$ cat src/pkrf_pkg.sv
// shared types and constants of the per-key rate filter with lockout
// no dependencies
package pkrf_pkg;

  localparam int unsigned NUM_KEYS  = 4;
  localparam int unsigned KEY_W     = 32;
  localparam int unsigned TICK_W    = 16;
  localparam int unsigned COUNT_W   = 8;
  localparam int unsigned CFG_IDX_W = 4;
  localparam int unsigned CFG_DAT_W = 32;

  localparam logic [KEY_W-1:0] NO_KEY = {KEY_W{1'b1}};

  localparam logic [TICK_W-1:0]  SPACE_TICKS_RST = TICK_W'(10);
  localparam logic [TICK_W-1:0]  KEEP_TICKS_RST  = TICK_W'(100);
  localparam logic [TICK_W-1:0]  LOCK_TICKS_RST  = TICK_W'(300);
  localparam logic [COUNT_W-1:0] COUNT_LIMIT_RST = COUNT_W'(5);

  typedef enum logic [CFG_IDX_W-1:0] {
    REG_KEY_CODE_0 = 4'd0,
    REG_KEY_CODE_1 = 4'd1,
    REG_KEY_CODE_2 = 4'd2,
    REG_KEY_CODE_3 = 4'd3,
    REG_SPACE      = 4'd4,
    REG_KEEP       = 4'd5,
    REG_LOCK       = 4'd6,
    REG_LIMIT      = 4'd7
  } pkrf_reg_e;

  // travels along the row of key cells
  typedef struct packed {
    logic found;    // an earlier slot already matched the key
    logic all_sat;  // every slot so far is saturated
    logic pass;     // the matching slot passed its spacing check
  } pkrf_chain_t;

  localparam pkrf_chain_t CHAIN_HEAD = '{found: 1'b0, all_sat: 1'b1, pass: 1'b0};

  // decision of the lockout controller for one tick
  typedef struct packed {
    logic accepted;
    logic busy_start;
    logic busy_end;
  } pkrf_result_t;

endpackage

$ cat src/pkrf_ifs.sv
// valid/ready channel interfaces of the rate filter: input, result, config
// depends on pkrf_pkg
interface pkrf_in_if import pkrf_pkg::*; ();
  logic             valid;
  logic             ready;
  logic [KEY_W-1:0] key_value;
  modport source (output valid, output key_value, input ready);
  modport sink   (input valid, input key_value, output ready);
endinterface

interface pkrf_out_if import pkrf_pkg::*; ();
  logic             valid;
  logic             ready;
  logic             accepted;
  logic [KEY_W-1:0] key_out;
  logic             busy_start;
  logic             busy_end;
  modport source (output valid, output accepted, output key_out, output busy_start,
                  output busy_end, input ready);
  modport sink   (input valid, input accepted, input key_out, input busy_start,
                  input busy_end, output ready);
endinterface

interface pkrf_cfg_if import pkrf_pkg::*; ();
  logic                 valid;
  logic                 ready;
  logic [CFG_IDX_W-1:0] index;
  logic [CFG_DAT_W-1:0] data;
  modport source (output valid, output index, output data, input ready);
  modport sink   (input valid, input index, input data, output ready);
endinterface

$ cat src/pkrf_cell.sv
// one key slot: key code register, spacing counter and its link in the chain
// depends on pkrf_pkg
module pkrf_cell import pkrf_pkg::*; (
  input  logic              clk_i,
  input  logic              rst_ni,
  input  logic              code_we_i,
  input  logic [KEY_W-1:0]  code_data_i,
  input  logic              step_i,
  input  logic [KEY_W-1:0]  key_i,
  input  logic [TICK_W-1:0] space_ticks_i,
  input  logic [TICK_W-1:0] keep_ticks_i,
  input  pkrf_chain_t       chain_i,
  output pkrf_chain_t       chain_o
);

  logic [KEY_W-1:0]  code_q;
  logic [TICK_W-1:0] cnt_q, cnt_d;
  logic [TICK_W-1:0] adv;
  logic              sat, match, hit, pass;

  always_comb begin
    sat   = (cnt_q >= keep_ticks_i);
    adv   = sat ? keep_ticks_i : cnt_q + TICK_W'(1);
    match = (key_i != NO_KEY) && (code_q == key_i);
    hit   = match && !chain_i.found;
    pass  = hit && (adv > space_ticks_i);
    cnt_d = pass ? '0 : adv;
    chain_o.found   = chain_i.found | match;
    chain_o.all_sat = chain_i.all_sat & sat;
    chain_o.pass    = chain_i.pass | pass;
  end

  always_ff @(posedge clk_i or negedge rst_ni) begin
    if (!rst_ni) begin
      code_q <= NO_KEY;
      cnt_q  <= '0;
    end else begin
      if (code_we_i) begin
        code_q <= code_data_i;
      end
      if (step_i) begin
        cnt_q <= cnt_d;
      end
    end
  end

endmodule

$ cat src/pkrf_lock.sv
// press counter and busy lockout sequencer
// depends on pkrf_pkg
module pkrf_lock import pkrf_pkg::*; (
  input  logic               clk_i,
  input  logic               rst_ni,
  input  logic               step_i,
  input  pkrf_chain_t        chain_i,
  input  logic [COUNT_W-1:0] count_limit_i,
  input  logic [TICK_W-1:0]  lock_ticks_i,
  output logic               locked_o,
  output pkrf_result_t       result_o
);

  logic               locked_q, locked_d;
  logic [COUNT_W-1:0] press_q, press_d, press_base;
  logic [TICK_W-1:0]  lcnt_q, lcnt_d;
  logic [COUNT_W:0]   press_next;
  logic [TICK_W:0]    lcnt_next;

  always_comb begin
    locked_d   = locked_q;
    press_d    = press_q;
    lcnt_d     = lcnt_q;
    result_o   = '0;
    press_base = chain_i.all_sat ? '0 : press_q;
    press_next = {1'b0, press_base} + (COUNT_W+1)'(1);
    lcnt_next  = {1'b0, lcnt_q} + (TICK_W+1)'(1);
    if (!locked_q) begin
      press_d = press_base;
      if (chain_i.pass) begin
        if (press_next > {1'b0, count_limit_i}) begin
          press_d             = '0;
          locked_d            = 1'b1;
          lcnt_d              = '0;
          result_o.busy_start = 1'b1;
        end else begin
          press_d           = press_next[COUNT_W-1:0];
          result_o.accepted = 1'b1;
        end
      end
    end else begin
      if (lcnt_next > {1'b0, lock_ticks_i}) begin
        locked_d          = 1'b0;
        lcnt_d            = '0;
        result_o.busy_end = 1'b1;
      end else begin
        lcnt_d = lcnt_next[TICK_W-1:0];
      end
    end
  end

  always_ff @(posedge clk_i or negedge rst_ni) begin
    if (!rst_ni) begin
      locked_q <= 1'b0;
      press_q  <= '0;
      lcnt_q   <= '0;
    end else if (step_i) begin
      locked_q <= locked_d;
      press_q  <= press_d;
      lcnt_q   <= lcnt_d;
    end
  end

  assign locked_o = locked_q;

endmodule

$ cat src/per_key_rate_filter_with_lockout.sv
// top level of the per-key rate filter with busy lockout
// depends on pkrf_pkg, pkrf_ifs, pkrf_cell and pkrf_lock
//
//   channel | dir | handshake     | payload
//   in_i    | in  | valid / ready | key_value
//   out_o   | out | valid / ready | accepted, key_out, busy_start, busy_end
//   cfg_i   | in  | valid / ready | index, data
//
// one item per cycle: a tick walks the row of key cells and the lockout
// sequencer in the cycle it is accepted, and its result is captured in the
// output register at the end of that cycle. the output register is the only
// stall point: a new item is taken whenever it is empty or being drained in
// the same cycle. reset clears all counters, unlocks, and loads the register
// defaults. config writes are always taken, one per cycle.
module per_key_rate_filter_with_lockout import pkrf_pkg::*; (
  input  logic    clk_i,
  input  logic    rst_ni,
  pkrf_in_if.sink    in_i,
  pkrf_out_if.source out_o,
  pkrf_cfg_if.sink   cfg_i
);

  // configuration registers
  logic [TICK_W-1:0]  space_q, keep_q, lock_q;
  logic [COUNT_W-1:0] limit_q;
  logic               cfg_acc;

  assign cfg_i.ready = 1'b1;
  assign cfg_acc     = cfg_i.valid & cfg_i.ready;

  always_ff @(posedge clk_i or negedge rst_ni) begin
    if (!rst_ni) begin
      space_q <= SPACE_TICKS_RST;
      keep_q  <= KEEP_TICKS_RST;
      lock_q  <= LOCK_TICKS_RST;
      limit_q <= COUNT_LIMIT_RST;
    end else if (cfg_acc) begin
      case (pkrf_reg_e'(cfg_i.index))
        REG_SPACE: space_q <= cfg_i.data[TICK_W-1:0];
        REG_KEEP:  keep_q  <= cfg_i.data[TICK_W-1:0];
        REG_LOCK:  lock_q  <= cfg_i.data[TICK_W-1:0];
        REG_LIMIT: limit_q <= cfg_i.data[COUNT_W-1:0];
        default:   ;  // key codes live in the cells, other indexes are dropped
      endcase
    end
  end

  // input acceptance, gated only by the output register
  logic in_acc, out_valid_q, locked, step_cells;

  assign in_i.ready = !out_valid_q || out_o.ready;
  assign in_acc     = in_i.valid && in_i.ready;
  assign step_cells = in_acc && !locked;  // spacing counters hold while locked

  // row of key cells, slot 0 first so the lowest matching slot wins
  pkrf_chain_t      chain [NUM_KEYS+1];
  logic [NUM_KEYS-1:0] code_we;

  assign chain[0] = CHAIN_HEAD;

  for (genvar g = 0; g < NUM_KEYS; g++) begin : g_cell
    // key code registers take indexes from key_code_0 upward
    assign code_we[g] = cfg_acc &&
                        (cfg_i.index == CFG_IDX_W'(int'(REG_KEY_CODE_0) + g));

    pkrf_cell u_cell (
      .clk_i         (clk_i),
      .rst_ni        (rst_ni),
      .code_we_i     (code_we[g]),
      .code_data_i   (cfg_i.data[KEY_W-1:0]),
      .step_i        (step_cells),
      .key_i         (in_i.key_value),
      .space_ticks_i (space_q),
      .keep_ticks_i  (keep_q),
      .chain_i       (chain[g]),
      .chain_o       (chain[g+1])
    );
  end

  // press counting and lockout
  pkrf_result_t res;

  pkrf_lock u_lock (
    .clk_i         (clk_i),
    .rst_ni        (rst_ni),
    .step_i        (in_acc),
    .chain_i       (chain[NUM_KEYS]),
    .count_limit_i (limit_q),
    .lock_ticks_i  (lock_q),
    .locked_o      (locked),
    .result_o      (res)
  );

  // output register
  logic             acc_q, bstart_q, bend_q;
  logic [KEY_W-1:0] kout_q;

  always_ff @(posedge clk_i or negedge rst_ni) begin
    if (!rst_ni) begin
      out_valid_q <= 1'b0;
    end else if (in_acc) begin
      out_valid_q <= 1'b1;
    end else if (out_o.ready) begin
      out_valid_q <= 1'b0;
    end
  end

  always_ff @(posedge clk_i) begin
    if (in_acc) begin
      acc_q    <= res.accepted;
      kout_q   <= res.accepted ? in_i.key_value : NO_KEY;
      bstart_q <= res.busy_start;
      bend_q   <= res.busy_end;
    end
  end

  assign out_o.valid      = out_valid_q;
  assign out_o.accepted   = acc_q;
  assign out_o.key_out    = kout_q;
  assign out_o.busy_start = bstart_q;
  assign out_o.busy_end   = bend_q;

`ifndef SYNTH
  // a tick taken while locked never yields a press or a new lockout
  assert property (@(posedge clk_i) disable iff (!rst_ni)
    (in_acc && locked) |=> (out_o.valid && !out_o.accepted && !out_o.busy_start))
    else $error("locked tick produced a press or busy start");

  // a visible busy start means the sequencer is locked
  assert property (@(posedge clk_i) disable iff (!rst_ni)
    (out_o.valid && out_o.busy_start) |-> locked)
    else $error("busy start shown while unlocked");

  // a rejected item always carries the no-key code
  assert property (@(posedge clk_i) disable iff (!rst_ni)
    (out_o.valid && !out_o.accepted) |-> (out_o.key_out == NO_KEY))
    else $error("rejected item carries a key value");

  // unlocking is reported exactly once, on a tick taken while locked
  assert property (@(posedge clk_i) disable iff (!rst_ni)
    (in_acc && res.busy_end) |=> !locked)
    else $error("busy end without unlock");
`endif

endmodule

$ cat src/flat_wrapper.sv
// flat-port wrapper written by rule: the top's interface ports become plain ports
module per_key_rate_filter_with_lockout_flat import pkrf_pkg::*;
  (clk_i, rst_ni, in_i_valid, in_i_key_value, in_i_ready, out_o_valid, out_o_accepted, out_o_key_out, out_o_busy_start, out_o_busy_end, out_o_ready, cfg_i_valid, cfg_i_index, cfg_i_data, cfg_i_ready);
  pkrf_in_if in_i_i ();
  pkrf_out_if out_o_i ();
  pkrf_cfg_if cfg_i_i ();
  input  logic clk_i;
  input  logic rst_ni;
  input wire logic [$bits(in_i_i.valid)-1:0] in_i_valid;
  input wire logic [$bits(in_i_i.key_value)-1:0] in_i_key_value;
  output wire logic [$bits(in_i_i.ready)-1:0] in_i_ready;
  output wire logic [$bits(out_o_i.valid)-1:0] out_o_valid;
  output wire logic [$bits(out_o_i.accepted)-1:0] out_o_accepted;
  output wire logic [$bits(out_o_i.key_out)-1:0] out_o_key_out;
  output wire logic [$bits(out_o_i.busy_start)-1:0] out_o_busy_start;
  output wire logic [$bits(out_o_i.busy_end)-1:0] out_o_busy_end;
  input wire logic [$bits(out_o_i.ready)-1:0] out_o_ready;
  input wire logic [$bits(cfg_i_i.valid)-1:0] cfg_i_valid;
  input wire logic [$bits(cfg_i_i.index)-1:0] cfg_i_index;
  input wire logic [$bits(cfg_i_i.data)-1:0] cfg_i_data;
  output wire logic [$bits(cfg_i_i.ready)-1:0] cfg_i_ready;
  assign in_i_i.valid = in_i_valid;
  assign in_i_i.key_value = in_i_key_value;
  assign in_i_ready = in_i_i.ready;
  assign out_o_valid = out_o_i.valid;
  assign out_o_accepted = out_o_i.accepted;
  assign out_o_key_out = out_o_i.key_out;
  assign out_o_busy_start = out_o_i.busy_start;
  assign out_o_busy_end = out_o_i.busy_end;
  assign out_o_i.ready = out_o_ready;
  assign cfg_i_i.valid = cfg_i_valid;
  assign cfg_i_i.index = cfg_i_index;
  assign cfg_i_i.data = cfg_i_data;
  assign cfg_i_ready = cfg_i_i.ready;
  per_key_rate_filter_with_lockout u_core (.clk_i(clk_i), .rst_ni(rst_ni), .in_i(in_i_i), .out_o(out_o_i), .cfg_i(cfg_i_i));
endmodule
$ cat config.mk
export PLATFORM = sky130hd
export DESIGN_NAME = per_key_rate_filter_with_lockout_flat
export DESIGN_NICKNAME = d
export VERILOG_FILES = /design/src/pkrf_pkg.sv /design/src/pkrf_ifs.sv /design/src/pkrf_cell.sv /design/src/pkrf_lock.sv /design/src/per_key_rate_filter_with_lockout.sv /design/src/flat_wrapper.sv
export SDC_FILE = /design/constraint.sdc
export NUM_CORES = 1
export LEC_CHECK = 0
export BUFFER_PORTS_ARGS = -buffer_cell sky130_fd_sc_hd__buf_2
export CORE_MARGIN = 8
export CORE_UTILIZATION = 50
export DETAILED_ROUTE_END_ITERATION = 8
export GPL_TIMING_DRIVEN = 0
export PLACE_DENSITY = 0.66
export SYNTH_ARGS = -nofsm -noshare
export SYNTH_HDL_FRONTEND = slang
export SYNTH_SLANG_ARGS = --single-unit
$ cat constraint.sdc
create_clock -name clk_i -period 6.15 [get_ports clk_i]
set_input_delay 0.9225 -clock clk_i [delete_from_list [all_inputs] [get_ports clk_i]]
set_output_delay 0.9225 -clock clk_i [all_outputs]
set_load 0.02 [all_outputs]
== Word level (Yosys, flattened, before mapping) ==
Index checks and enable logic that the tools add are counted.

* Logic and storage cells: 117
* RAM bits: 0
* Latch bits: 0
* Memories kept: 0
* Bits in registers: 309
* ROM bits: 0

* Shift operators: 0
* Add/sub/neg operators: 6
* Bitwise operators: 10
* Reductions and logical operators: 34
* $lt $le $gt $ge: 10
* Divide/modulo/power cells: 0
* Mux-type cells: 25
* Multiply operators: 0
* Equality and inequality tests: 12

{| class="wikitable"
|+ Operator list
! operator !! count
|-
| $mux W16 || 12
|-
| $eq A32 B32 Y1 || 4
|-
| $add A16 B1 Y16 const B || 4
|-
| $ge A16 B16 Y1 || 4
|-
| $gt A16 B16 Y1 || 4
|-
| $ne A32 B32 Y1 const B || 1
|-
| $mux W8 || 3
|-
| $add A16 B1 Y17 const B || 1
|-
| $gt A17 B16 Y1 || 1
|-
| $logic_and A1 B1 Y1 || 17
|-
| $eq A4 B3 Y1 const B || 4
|-
| $reduce_and A2 Y1 || 5
|-
| $add A8 B1 Y9 const B || 1
|-
| $gt A9 B8 Y1 || 1
|-
| $eq A4 B2 Y1 const B || 2
|-
| $mux W1 || 8
|-
| $reduce_bool A2 Y1 || 3
|-
| $logic_not A1 Y1 || 5
|-
| $or A1 B1 Y1 || 5
|-
| $eq A4 B1 Y1 const B || 1
|-
| $logic_not A4 Y1 || 1
|-
| $mux W2 || 2
|-
| $and A1 B1 Y1 || 3
|-
| $reduce_and A3 Y1 || 1
|-
| other kinds (3) || 4
|}

== Logic depth before layout (Yosys ltp) ==
Gate-level depths: netlist of the first run.

* Word-level depth: 10
* Depth in mapped cells: 22
* Mapped depth without buffers: 19

== Cells and area by module ==
Synthesis of the first run repeated with hierarchy kept, for this count alone.

* Cell total of the unflattened synthesis: 1922
* Area total of the unflattened synthesis: 20036.7 um^2

{| class="wikitable"
|+ Modules (own cells, without submodules)
! module !! instances !! area each (um^2) !! cells each !! seq. area each (um^2)
|-
| pkrf_cell at u_core.g_cell[0].u_cell ... || 3 || 3597.2 || 370 || 1241.2
|-
| pkrf_cell at u_core.g_cell[1].u_cell || 1 || 3590.9 || 370 || 1241.2
|-
| per_key_rate_filter_with_lockout || 1 || 3530.9 || 206 || 2491.1
|-
| pkrf_lock || 1 || 2123.3 || 236 || 625.6
|}

== Least setup slack after synthesis of the first run ==
OpenSTA, ideal clock, no wires.

* Path type: reg-to-reg
* Start point: reg u_core.keep_q[9]
* End point: reg u_core.kout_q[22] (netlist: u_core.out_o.key_out[22]), data pin
* Slack: 1213 ps
* Setup time: 259 ps
* Data required time: 5891 ps
* Arrival time: 4678 ps
* Stages on the path, launching flop included: 22
* Clock period less this slack: 4937 ps
* Buffers on the path: 3
* Cells stage by stage: dfrtp_1 -> inv_1 -> ha_1 -> a21o_1 -> a21o_1 -> a211oi_1 -> o21ai_0 -> o21ba_2 -> clkbuf_1 -> o21ai_0 -> ha_1 -> nand4_1 -> nor3_1 -> nand2_1 -> a221o_1 -> o311a_1 -> or4_4 -> buf_6 -> and3_4 -> or3_4 -> buf_6 -> or2_1

* Cells in the longest elaborated chain, start to end: 10

{| class="wikitable"
|+ RTL lines
! element !! RTL line !! RTL
|-
| from (decl) || per_key_rate_filter_with_lockout.sv:24 || <nowiki>logic [TICK_W-1:0] space_q, keep_q, lock_q;</nowiki>
|-
| from (signal assigned) || per_key_rate_filter_with_lockout.sv:40 || <nowiki>REG_KEEP: keep_q <= cfg_i.data[TICK_W-1:0];</nowiki>
|-
| $ge A16 B16 Y1 || pkrf_cell.sv:22 || <nowiki>sat = (cnt_q >= keep_ticks_i);</nowiki>
|-
| $and A1 B1 Y1 (3 in series) || pkrf_cell.sv:29 || <nowiki>chain_o.all_sat = chain_i.all_sat & sat;</nowiki>
|-
| $mux W8 || pkrf_lock.sv:25 || <nowiki>press_base = chain_i.all_sat ? '0 : press_q;</nowiki>
|-
| $add A8 B1 Y9 || pkrf_lock.sv:26 || <nowiki>press_next = {1'b0, press_base} + (COUNT_W+1)'(1);</nowiki>
|-
| $gt A9 B8 Y1 || pkrf_lock.sv:31 || <nowiki>if (press_next > {1'b0, count_limit_i}) begin</nowiki>
|-
| $mux W1 || pkrf_lock.sv:31 ||
|-
| $mux W2 (*) || pkrf_lock.sv:30 || <nowiki>if (chain_i.pass) begin</nowiki>
|-
| $mux W2 (*) || pkrf_lock.sv:28 || <nowiki>if (!locked_q) begin</nowiki>
|-
| to (signal assigned) || per_key_rate_filter_with_lockout.sv:111 || <nowiki>kout_q <= res.accepted ? in_i.key_value : NO_KEY;</nowiki>
|-
| to (decl) || per_key_rate_filter_with_lockout.sv:96 || <nowiki>logic [KEY_W-1:0] kout_q;</nowiki>
|}

Mark *: on every way between the ends. The rest lies on a longest branch, timed or not.
A chain may end at the register's enable or synchronous reset.

== Final worst setup path of the first run ==
* Start point: reg u_core.keep_q[6]
* End point: reg u_core.kout_q[17] (netlist: u_core.out_o.key_out[17]), data pin

Same word-level chain as after synthesis.

==> impl_results.md, run 1 <==
- Cell leakage power: 0.00932 uW
- Max cap viols: 0
- Nets@finish: 2256
- Syn Inst Count: 1888
- Mapped Nets: 2118
- I/O pin count: 111
- Area Growth Syn to Fin: 13.5%
- Die width: 212 um
- Worst EP required: 6.45 ns
- Max Clk Rate: 167 MHz
- Max Root-Sink Buffers: 3
- EDFF count, synth: 35
- Detail Route Antenna Nets: 0
- # hold bufs at CTS: 0
- Post-synth top area share: 19.1%
- Critical setup path kind: reg2reg
- Commonest non-fill, non-tap cell in the layout: nand2_1
- Top cells by area, synth: dfstp_2 19%, dfrtp_1 18%, ha_1 10%, mux2_2 8.9%, xnor2_1 6.6%
- Critical path arrival: 6.30 ns
- Final setup vio count: 0
- Min setup slack post-route: 0.149 ns
- Post-placement worst setup slack: -0.528 ns
- First-pass GRT wire length: 87700 um
- Worst slew pin tran: 0.954 ns
- Power density cells: 406 nW/um2
- Core area: 37800 um2
- Fin area: 21800 um2
- Initial DRT Pass Iterations: 5
- Initial drt markers: 1175
- Grt total ovfl: 0
- Fin. max-slew vios: 0
- Vias after detailed routing: 15176
- Hold Crit Class: in2async
- Crit Path Max Fanout: 10
- Initial antenna violation count: 3
- Final Cycle Share: 97.6%
- Area after DPL: 20300 um2
- Sink Count: 309
- Num CTS Buffers: 37
- Drt drc: 0
- Num rows: 71
- Final Hold Viols: 0
- Worst-Skew Late Latency: 0.57 ns
- Die ar.: 44900 um2
- Syn. warnings: 0
- CP endpoint kind: register
- Max VDD drop: 0.257 mV
- Die Y: 212 um
- Layout cells sized above 1: 25.7%
- Slew margin rel.: 36.4%
- DP HPWL: 41600 um
- Post-synthesis instance area: 19200 um2
- CTS root buf: clkbuf_16
- Top FF cell, synth: dfstp_2
- Input/output buffers: 77
- Netlist cell types: 63
- Syn_area_per_cell: 10.2 um2
- H-tree depth: 2
- Unrepaired setup endpoints after global routing: no
- Ys async rst share: 88.7%
- Starting Density: 50.8%
- WL final: 57800 um
- Routed wire length per instance: 22.5 um
- Worst Skew: 0.0218 ns
- Number of global-route vias before repair: 14874
- Sequential share of the synthesized area: 42.2%
- Total GRT Usage: 25.5%
- Dominant cell type by area after synthesis: dfstp_2
- Placer Congestion: 0.954
- Crit path time final: 6.00 ns
- TritonCTS clock tree: built
- FF+latch count, synth: 309
- Via density: 5.91
- Largest net degree at the start of global routing: 104
- Clock-pin slew on the worst setup and hold paths: 0.06 ns
- Status: complete, no violations
- CP Launch Type: register
- Number of fill cells in the layout: 3259
- Commonest cells after routing, fill and taps aside: 189 x nand2_1, 157 x ha_1, 151 x mux2_2, 145 x xnor2_1, 139 x dfstp_2
report_power, final:
group / internal, uW / switching [uW] / leakage, uW / total [uW]
Clock: 1310 / 929 / 0.000617 / 2240
Sequential: 2670 / 452 / 0.00340 / 3130
Combinational: 1510 / 1950 / 0.00529 / 3460
Total: 5490 / 3340 / 0.00932 / 8820
final timing paths:
kind	start	end	slack [ns]	cells past startpoint
max	u_core.keep_q[6]	u_core.out_o.key_out[17]	0.15	21
min	rst_ni	u_core.g_cell[2].u_cell.cnt_q[7]	0.40	1
max reg2reg	u_core.keep_q[6]	u_core.out_o.key_out[17]	0.15	21
min reg2reg	u_core.space_q[9]	u_core.space_q[9]	0.50	1
max in group asynchronous	rst_ni	u_core.lock_q[2]	4.45	3
min in group clk_i	u_core.space_q[9]	u_core.space_q[9]	0.50	1
critical path, stage by stage, from the launching register on:
cell and delay (ns):
dfstp_2 0.51, inv_1 0.25, ha_1 0.30, a21oi_1 0.18, nor2_1 0.06, a211oi_1 0.24, o21ai_0 0.18, o21ba_4 0.34
clkbuf_2 0.28, o21ai_0 0.20, ha_1 0.35, nand4_1 0.12, nor3_2 0.28, nand2_1 0.14, a221o_1 0.32, o311a_1 0.17
or4_4 0.55, buf_6 0.15, and3_4 0.19, or3_4 0.50, buf_6 0.19, or2_1 0.21
synth_stat cells (58+ instances only):
cell type	instances
nand2_1	189
ha_1	157
mux2_2	151
inv_1	74
xnor2_1	145
nand4_1	66
dfstp_2	139
a21oi_1	78
nand3_1	69
xor2_1	58
dfrtp_1	135
nor2_1	99
o21ai_0	97
layout make-up:
cell class	instances	area [um2]	share of cell area [%]
Multi-Input combinational cell	1404	10400	47.7
Sequential cell	309	8080	37.2
Clock buffer	52	1100	5.07
Tap cell	511	639	2.94
Timing Repair Buffer	99	601	2.76
Buffer	101	498	2.29
Inverter	74	304	1.40
Clock inverter	15	149	0.684
Antenna cell	1	2.50	0.0115
sequential cells by signal, summed over array words and instances (netlist names):
register	flops
u_core.g_cell.u_cell.cnt_q	64
u_core.g_cell.u_cell.code_q	128
u_core.keep_q	16
u_core.limit_q	8
u_core.lock_q	16
u_core.out_o.accepted	1
u_core.out_o.busy_end	1
u_core.out_o.busy_start	1
u_core.out_o.key_out	32
u_core.out_o.valid	1
u_core.space_q	16
u_core.u_lock.lcnt_q	16
u_core.u_lock.locked_o	1
u_core.u_lock.press_q	8
what timing repair did:
action                                  CTS  global route
buffers inserted                          2            18
endpoints found under the setup margin   48            49
resized for setup                         8            24
through the flow:
step	power [uW]	TNS (ns)	std cells	hold slack, ns	utilization (%)
2_1_floorplan	5460	0	1888	0.479	-
3_3_place_gp	6310	-140.48	2476	0.487	53.5
3_5_place_dp	6450	-12.42	2478	0.493	53.6
4_1_cts	8730	0	2547	0.404	57.1
5_1_grt	9410	0	2566	0.437	57.6
6_report	8820	0	2566	0.399	57.6
per-layer routing:
layer / part of all wire, % / global-route usage (%) / vias up
met5: 0.014 / 0 / -
met4: 3.4 / 9.92 / 2
met3: 7.8 / 6.20 / 109
met2: 44 / 38.2 / 525
met1: 45 / 35.4 / 7579
li1: - / - / 6961
logic make-up (layout without fill, tap and decap cells):
| group | count (synthesis) | after routing | synth area share [%] |
|---|---|---|---|
| XOR/XNOR | 203 | 203 | 9.28 |
| other | 1 | 2 | 0.0196 |
| AO/OA/AOI/OAI | 313 | 313 | 10.5 |
| AND/OR/NAND/NOR | 573 | 573 | 14.6 |
| adder cells (fa/ha/maj) | 157 | 157 | 10.3 |
| multiplexers | 157 | 157 | 9.19 |
| flip-flops | 309 | 309 | 42.2 |
| buffers and inverters | 175 | 341 | 4.00 |
No activity file was read; power rests on OpenSTA's default activity.
==> run 2: changes to the inputs <==
--- a/config.mk
+++ b/config.mk
@@ -5,7 +5,7 @@
 export SDC_FILE = /design/constraint.sdc
 export NUM_CORES = 1
 export LEC_CHECK = 0
-export BUFFER_PORTS_ARGS = -buffer_cell sky130_fd_sc_hd__buf_2
+export BUFFER_PORTS_ARGS = -buffer_cell sky130_fd_sc_hd__buf_4
 export CORE_MARGIN = 8
 export CORE_UTILIZATION = 50
 export DETAILED_ROUTE_END_ITERATION = 8
==> impl_results.md, run 2 (same netlist as run 1, synthesis figures left out) <==
- Num CTS Buffers: 37 (unchanged)
- Drt drc: 0 (unchanged)
- Final Hold Viols: 0 (unchanged)
- Max cap viols: 0 (unchanged)
- Number of fill cells in the layout: 3290 (+0.95%)
- Top reg by flops: u_core.g_cell.u_cell.code_q
- Worst EP required: 6.45 ns (about the same)
- Num rows: 71 (unchanged)
- CP max-delay cell: or4_4
- Initial antenna violation count: 1 (-2)
- Total GRT Usage: 25.8% (+0.24 points)
- Initial drt markers: 1140 (-3.0%)
- CTS root buf: clkbuf_16
- First-pass GRT wire length: 88200 um (+0.55%)
- Die width: 212 um (unchanged)
- CP Launch Type: register
- Detail Route Antenna Nets: 0 (unchanged)
- Initial DRT Pass Iterations: 5 (unchanged)
- Register-to-register setup slack: 0.16 ns (+0.02 ns)
- Nets@finish: 2258 (+0.089%)
- Crit path largest cell delay: 0.55 ns (about the same)
- Placer Congestion: 0.939 (-1.6%)
- Area Growth Syn to Fin: 14.5%
- Final setup vio count: 0 (unchanged)
- Core area: 37800 um2 (unchanged)
- Worst-Skew Late Latency: 0.55 ns (-0.02 ns)
- Cell leakage power: 0.00940 uW (+0.95%)
- H-tree depth: 2 (unchanged)
- Grt total ovfl: 0 (unchanged)
- Commonest non-fill, non-tap cell in the layout: nand2_1
- Clock-pin slew on the worst setup and hold paths: 0.06 ns (about the same)
- Final Non-Filler Cells: 2568 (+0.078%)
- Largest net degree at the start of global routing: 111 (+6.7%)
- Hold Crit Class: in2async
- Routed wire length per instance: 22.7 um (+0.93%)
- Power density cells: 405 nW/um2 (about the same)
- Post-Place Cells: 2478 (unchanged)
- I/O pin count: 111 (unchanged)
- Critical setup path kind: reg2reg
- Number of global-route vias before repair: 14731 (-0.96%)
- Layout cells sized above 1: 25.6% (about the same)
- Worst Skew: 0.0175 ns (-0.00438 ns)
- Final Cycle Share: 97.3% (-0.25 points)
- Sink Count: 309 (unchanged)
- Crit Path Max Fanout: 10 (unchanged)
- Vias after detailed routing: 15031 (-0.96%)
- Die Y: 212 um (unchanged)
- Die ar.: 44900 um2 (unchanged)
- Critical path arrival: 6.28 ns (-0.02 ns)
- Crit path time final: 5.99 ns (-0.0153 ns)
- Via density: 5.85 (-1.0%)
- Hold WS: 0.397 ns (-0.00194 ns)
- Worst slew pin tran: 0.970 ns (+0.0155 ns)
- Input/output buffers: 77 (unchanged)
- Crit-path cells: clkinvlp_4 > ha_1 > a21o_1 > a21o_1 > a21oi_1 > o21ai_0 > o21ba_2 > clkbuf_2 > o21ai_0 > ha_1 > nand4_1 > nor3_2 > nand2_1 > a221o_1 > o311a_1 > or4_4 > buf_6 > and3_4 > or3_4 > buf_6 > or2_1
- DP HPWL: 41900 um (+0.77%)
- Fin. max-slew vios: 0 (unchanged)
- Starting Density: 50.8% (unchanged)
- Status: complete, no violations
- Slew margin rel.: 35.3% (-1.0 points)
- Max VDD drop: 0.268 mV (+4.5%)
- Largest register FFs: 128 (unchanged)
- # hold bufs at CTS: 0 (unchanged)
- WL final: 58400 um (+1.0%)
- Commonest cells after routing, fill and taps aside: 189 x nand2_1, 157 x ha_1, 151 x mux2_2, 145 x xnor2_1, 139 x dfstp_2
- CP endpoint kind: register
- Max Root-Sink Buffers: 3 (unchanged)
- TritonCTS clock tree: built
- Max Clk Rate: 167 MHz (+0.26%)
[run 2: final cells by class]
class                   count  area [um2]  share of cell area (%)
inverters                  74         308                    1.40
multi-input cells        1404       10400                    47.2
well taps                 511         639                    2.91
plain buffers             101         498                    2.27
clock buffers              57        1110                    5.05
repair buffers            101         806                    3.67
diodes                      1        2.50                  0.0114
clock inverters            10         136                   0.621
flip-flops and latches    309        8080                    36.8
[run 2: path summary, 6_finish.rpt]
| check | to | cells past startpoint | from |
|---|---|---|---|
| min in group clk_i | u_core.space_q[15] | 1 | u_core.space_q[15] |
| min | u_core.u_lock.lcnt_q[12] | 1 | rst_ni |
| max in group asynchronous | u_core.u_lock.locked_o | 3 | rst_ni |
| min reg2reg | u_core.space_q[15] | 1 | u_core.space_q[15] |
| max | u_core.out_o.key_out[6] | 21 | u_core.keep_q[13] |
| max reg2reg | u_core.out_o.key_out[6] | 21 | u_core.keep_q[13] |
[run 2: worst max-delay path, delay by kind of cell, from the launching register on]
family,cells,cell delay [ns]
simple gates,7,1.96
compound gates,8,1.77
buf+inv,4,0.84
fa+ha+maj,2,0.70
flops,1,0.43
[run 2: timing repair]
item | 4_1_cts | 5_1_grt
endpoints found under the setup margin | 54 | 54
setup buffers | 0 | 22
resized for setup | 9 | 23
pin swaps | 0 | 1
[run 2: through the flow]
stage / setup TNS (ns) / worst slack, ns / util (%) / cell area [um2] / total power (uW)
floorplan: 0 / 1.21 / - / 19200 / 5460
global placement: -12.60 / -0.372 / 54.0 / 20400 / 6340
detailed placement: -17.02 / -0.508 / 54.2 / 20400 / 6490
CTS: 0 / 0.0691 / 57.5 / 21700 / 8810
global route: -0.0326 / -0.0113 / 58.1 / 21900 / 9470
finish: 0 / 0.165 / 58.1 / 21900 / 8900
[run 2: metal layers]
metal | track usage [%] | part of all wire, % | vias up
met5 | 0 | 0 | -
met4 | 9.25 | 3.1 | 0
met3 | 6.88 | 7.8 | 101
met2 | 38.5 | 44 | 512
met1 | 35.7 | 45 | 7442
li1 | - | - | 6976
[run 2: where the power goes]
group | total, uW | switching (uW) | internal (uW)
registers | 3120 | 447 | 2670
logic | 3510 | 1990 | 1520
clock network | 2270 | 899 | 1370
==> run 3: changes to the inputs <==
--- a/config.mk
+++ b/config.mk
@@ -8,6 +8,7 @@
 export BUFFER_PORTS_ARGS = -buffer_cell sky130_fd_sc_hd__buf_4
 export CORE_MARGIN = 8
 export CORE_UTILIZATION = 50
+export CTS_BUF_LIST = sky130_fd_sc_hd__clkbuf_2 sky130_fd_sc_hd__clkbuf_4 sky130_fd_sc_hd__clkbuf_8
 export DETAILED_ROUTE_END_ITERATION = 8
 export GPL_TIMING_DRIVEN = 0
 export PLACE_DENSITY = 0.66
==> impl_results.md, run 3 (same netlist as run 1, synthesis figures left out) <==
- H-tree depth: 2 (unchanged)
- Setup_tns: 0 ns (unchanged)
- Total GRT Usage: 25.7% (-0.045 points)
- Largest register FFs: 128 (unchanged)
- Internal power: 5410 uW (-2.7%)
- Drt drc: 0 (unchanged)
- Unrepaired setup endpoints after global routing: no
- Critical Path Start: u_core.keep_q[15]
- Input/output buffers: 77 (unchanged)
- Worst-Skew Late Latency: 0.68 ns (+0.13 ns)
- Commonest non-fill, non-tap cell in the layout: nand2_1
- Max Clk Rate: 168 MHz (+0.68%)
- Die ar.: 44900 um2 (unchanged)
- Commonest cells after routing, fill and taps aside: 189 x nand2_1, 157 x ha_1, 151 x mux2_2, 145 x xnor2_1, 139 x dfstp_2
- Vias after detailed routing: 15156 (+0.83%)
- Routed wire length per instance: 22.4 um (-1.6%)
- Status: complete, no violations
- Initial antenna violation count: 0 (-1)
- First-pass GRT wire length: 88500 um (+0.39%)
- Final Hold Viols: 0 (unchanged)
- Nets@finish: 2276 (+0.80%)
- Core area: 37800 um2 (unchanged)
- CP Launch Type: register
- TritonCTS clock tree: built
- Max Root-Sink Buffers: 3 (unchanged)
- Final Non-Filler Cells: 2606 (+1.5%)
- Area Growth Syn to Fin: 14.8%
- Placer Congestion: 0.939 (unchanged)
- Crit path time final: 5.94 ns (-0.0406 ns)
- Reg-to-Reg Start: u_core.keep_q[15]
- DP HPWL: 41900 um (unchanged)
- Grt total ovfl: 0 (unchanged)
- Final setup vio count: 0 (unchanged)
- Initial DRT Pass Iterations: 5 (unchanged)
- Crit Path Max Fanout: 10 (unchanged)
- CTS root buf: clkbuf_8
- Post-Place Cells: 2478 (unchanged)
- I/O pin count: 111 (unchanged)
- # hold bufs at CTS: 0 (unchanged)
- Worst Skew: 0.0334 ns (+0.0159 ns)
- Ant. Diodes: 0 (-1)
- Switching Fraction: 38.5% (+1.0 points)
- Die width: 212 um (unchanged)
- Starting Density: 50.8% (unchanged)
- Cell leakage power: 0.00948 uW (+0.83%)
- Initial drt markers: 1248 (+9.5%)
- Max VDD drop: 0.214 mV (-20%)
- Largest net degree at the start of global routing: 111 (unchanged)
- Num rows: 71 (unchanged)
- Power density cells: 400 nW/um2 (-1.3%)
- Worst slew pin tran: 0.976 ns (+0.00639 ns)
- Critical setup path kind: reg2reg
- WL final: 58300 um (-0.13%)
- Final Cycle Share: 96.7% (-0.66 points)
- Critical path arrival: 6.35 ns (+0.07 ns)
- CP endpoint kind: register
- Die Y: 212 um (unchanged)
- Clock power frac: 24.6% (-0.9 points)
- Switching Power: 3390 uW (+1.7%)
- Number of global-route vias before repair: 14744 (+0.088%)
- Num CTS Buffers: 57 (+54%)
- Fin. max-slew vios: 0 (unchanged)
- Worst EP required: 6.55 ns (+0.10 ns)
- Comb pwr share: 39.9% (+0.5 points)
- Via density: 5.82 (-0.64%)
- Sequential power share: 35.5% (+0.4 points)
- Layout cells sized above 1: 27.5% (+1.9 points)
- Max cap viols: 0 (unchanged)
- Detail Route Antenna Nets: 0 (unchanged)
- Slew margin rel.: 34.9% (-0.43 points)
- Hold Crit Class: in2async
- Sink Count: 309 (unchanged)
- Clock-pin slew on the worst setup and hold paths: 0.06 ns (about the same)
- Top reg by flops: u_core.g_cell.u_cell.code_q
-- run 3: changes by cell type in the layout (fill, tap and decap cells not counted), moves of 2 or more --
cell,before,now
bufinv_16,3,0
buf_4,113,110
clkbuf_4,1,12
clkinv_2,6,13
clkinv_1,0,2
clkbuf_8,6,78
clkbuf_1,59,48
clkbuf_16,39,0
-- run 3: cell type report --
type	instances	area (um2)
Timing Repair Buffer	99	803
Sequential cell	309	8080
Clock inverter	18	116
Buffer	101	498
Inverter	74	308
Tap cell	511	639
Multi-Input combinational cell	1404	10400
Fill cell	3309	15800
Clock buffer	90	1160
-- run 3: metrics by stage --
stage	worst slack [ns]	hold WS [ns]	utilization (%)	area, um2	total power [uW]
3_5_place_dp	-0.508	0.493	54.2	20400	6490
6_report	0.205	0.277	58.3	22000	8800
2_1_floorplan	1.21	0.479	-	19200	5460
4_1_cts	0.0625	0.239	57.6	21800	8700
3_3_place_gp	-0.372	0.486	54.0	20400	6340
5_1_grt	0.0129	0.289	58.3	22000	9370
-- run 3: repair_timing --
item / in CTS / in global routing
buffers inserted: 0 / 20
setup endpoints to repair: 54 / 55
gates resized for setup: 9 / 26
pin swaps: 0 / 1
-- run 3: power groups by stage --
| stage | sequential (uW) | combinational [uW] | clock [uW] |
|---|---|---|---|
| floorplan | 3010 | 2450 | 0 |
| global placement | 3100 | 3240 | 0 |
| detailed placement | 3130 | 3370 | 0 |
| CTS | 3100 | 3400 | 2200 |
| global route | 3170 | 3910 | 2290 |
| finish | 3120 | 3510 | 2160 |
-- run 3: final timing paths --
check,end,slack [ns],cells past startpoint
worst max-delay path,u_core.out_o.key_out[20],0.21,20
max in group asynchronous,u_core.u_lock.lcnt_q[3],4.55,3
min in group clk_i,u_core.out_o.valid,0.46,2
worst min-delay path,u_core.u_lock.lcnt_q[12],0.28,1
worst min register to register,u_core.space_q[6],0.50,1
worst max register to register,u_core.out_o.key_out[20],0.21,20
-- run 3: per-layer routing --
metal  routed length (um)  part of all wire, %  GRT usage (%)  vias up
met5                    0                    0              0        -
met4                 1570                  2.7           8.10        0
met3                 3550                  6.1           4.88      107
met2                25900                   44           38.7      499
met1                27300                   47           37.0     7532
li1                     -                    -              -     7018
-- run 3: critical path: stages (launching register included) --
cell,delay (ns)
dfrtp_1,0.47
inv_1,0.28
ha_1,0.39
nand4_1,0.14
nor2_1,0.18
o2111ai_1,0.20
o21bai_2,0.40
clkbuf_2,0.31
a21oi_1,0.14
ha_1,0.32
nand4_1,0.12
nor3_2,0.29
nand2_1,0.14
a221o_1,0.32
o311a_1,0.18
or4_4,0.56
buf_6,0.15
and3_4,0.19
or3_4,0.50
buf_6,0.19
or2_1,0.21
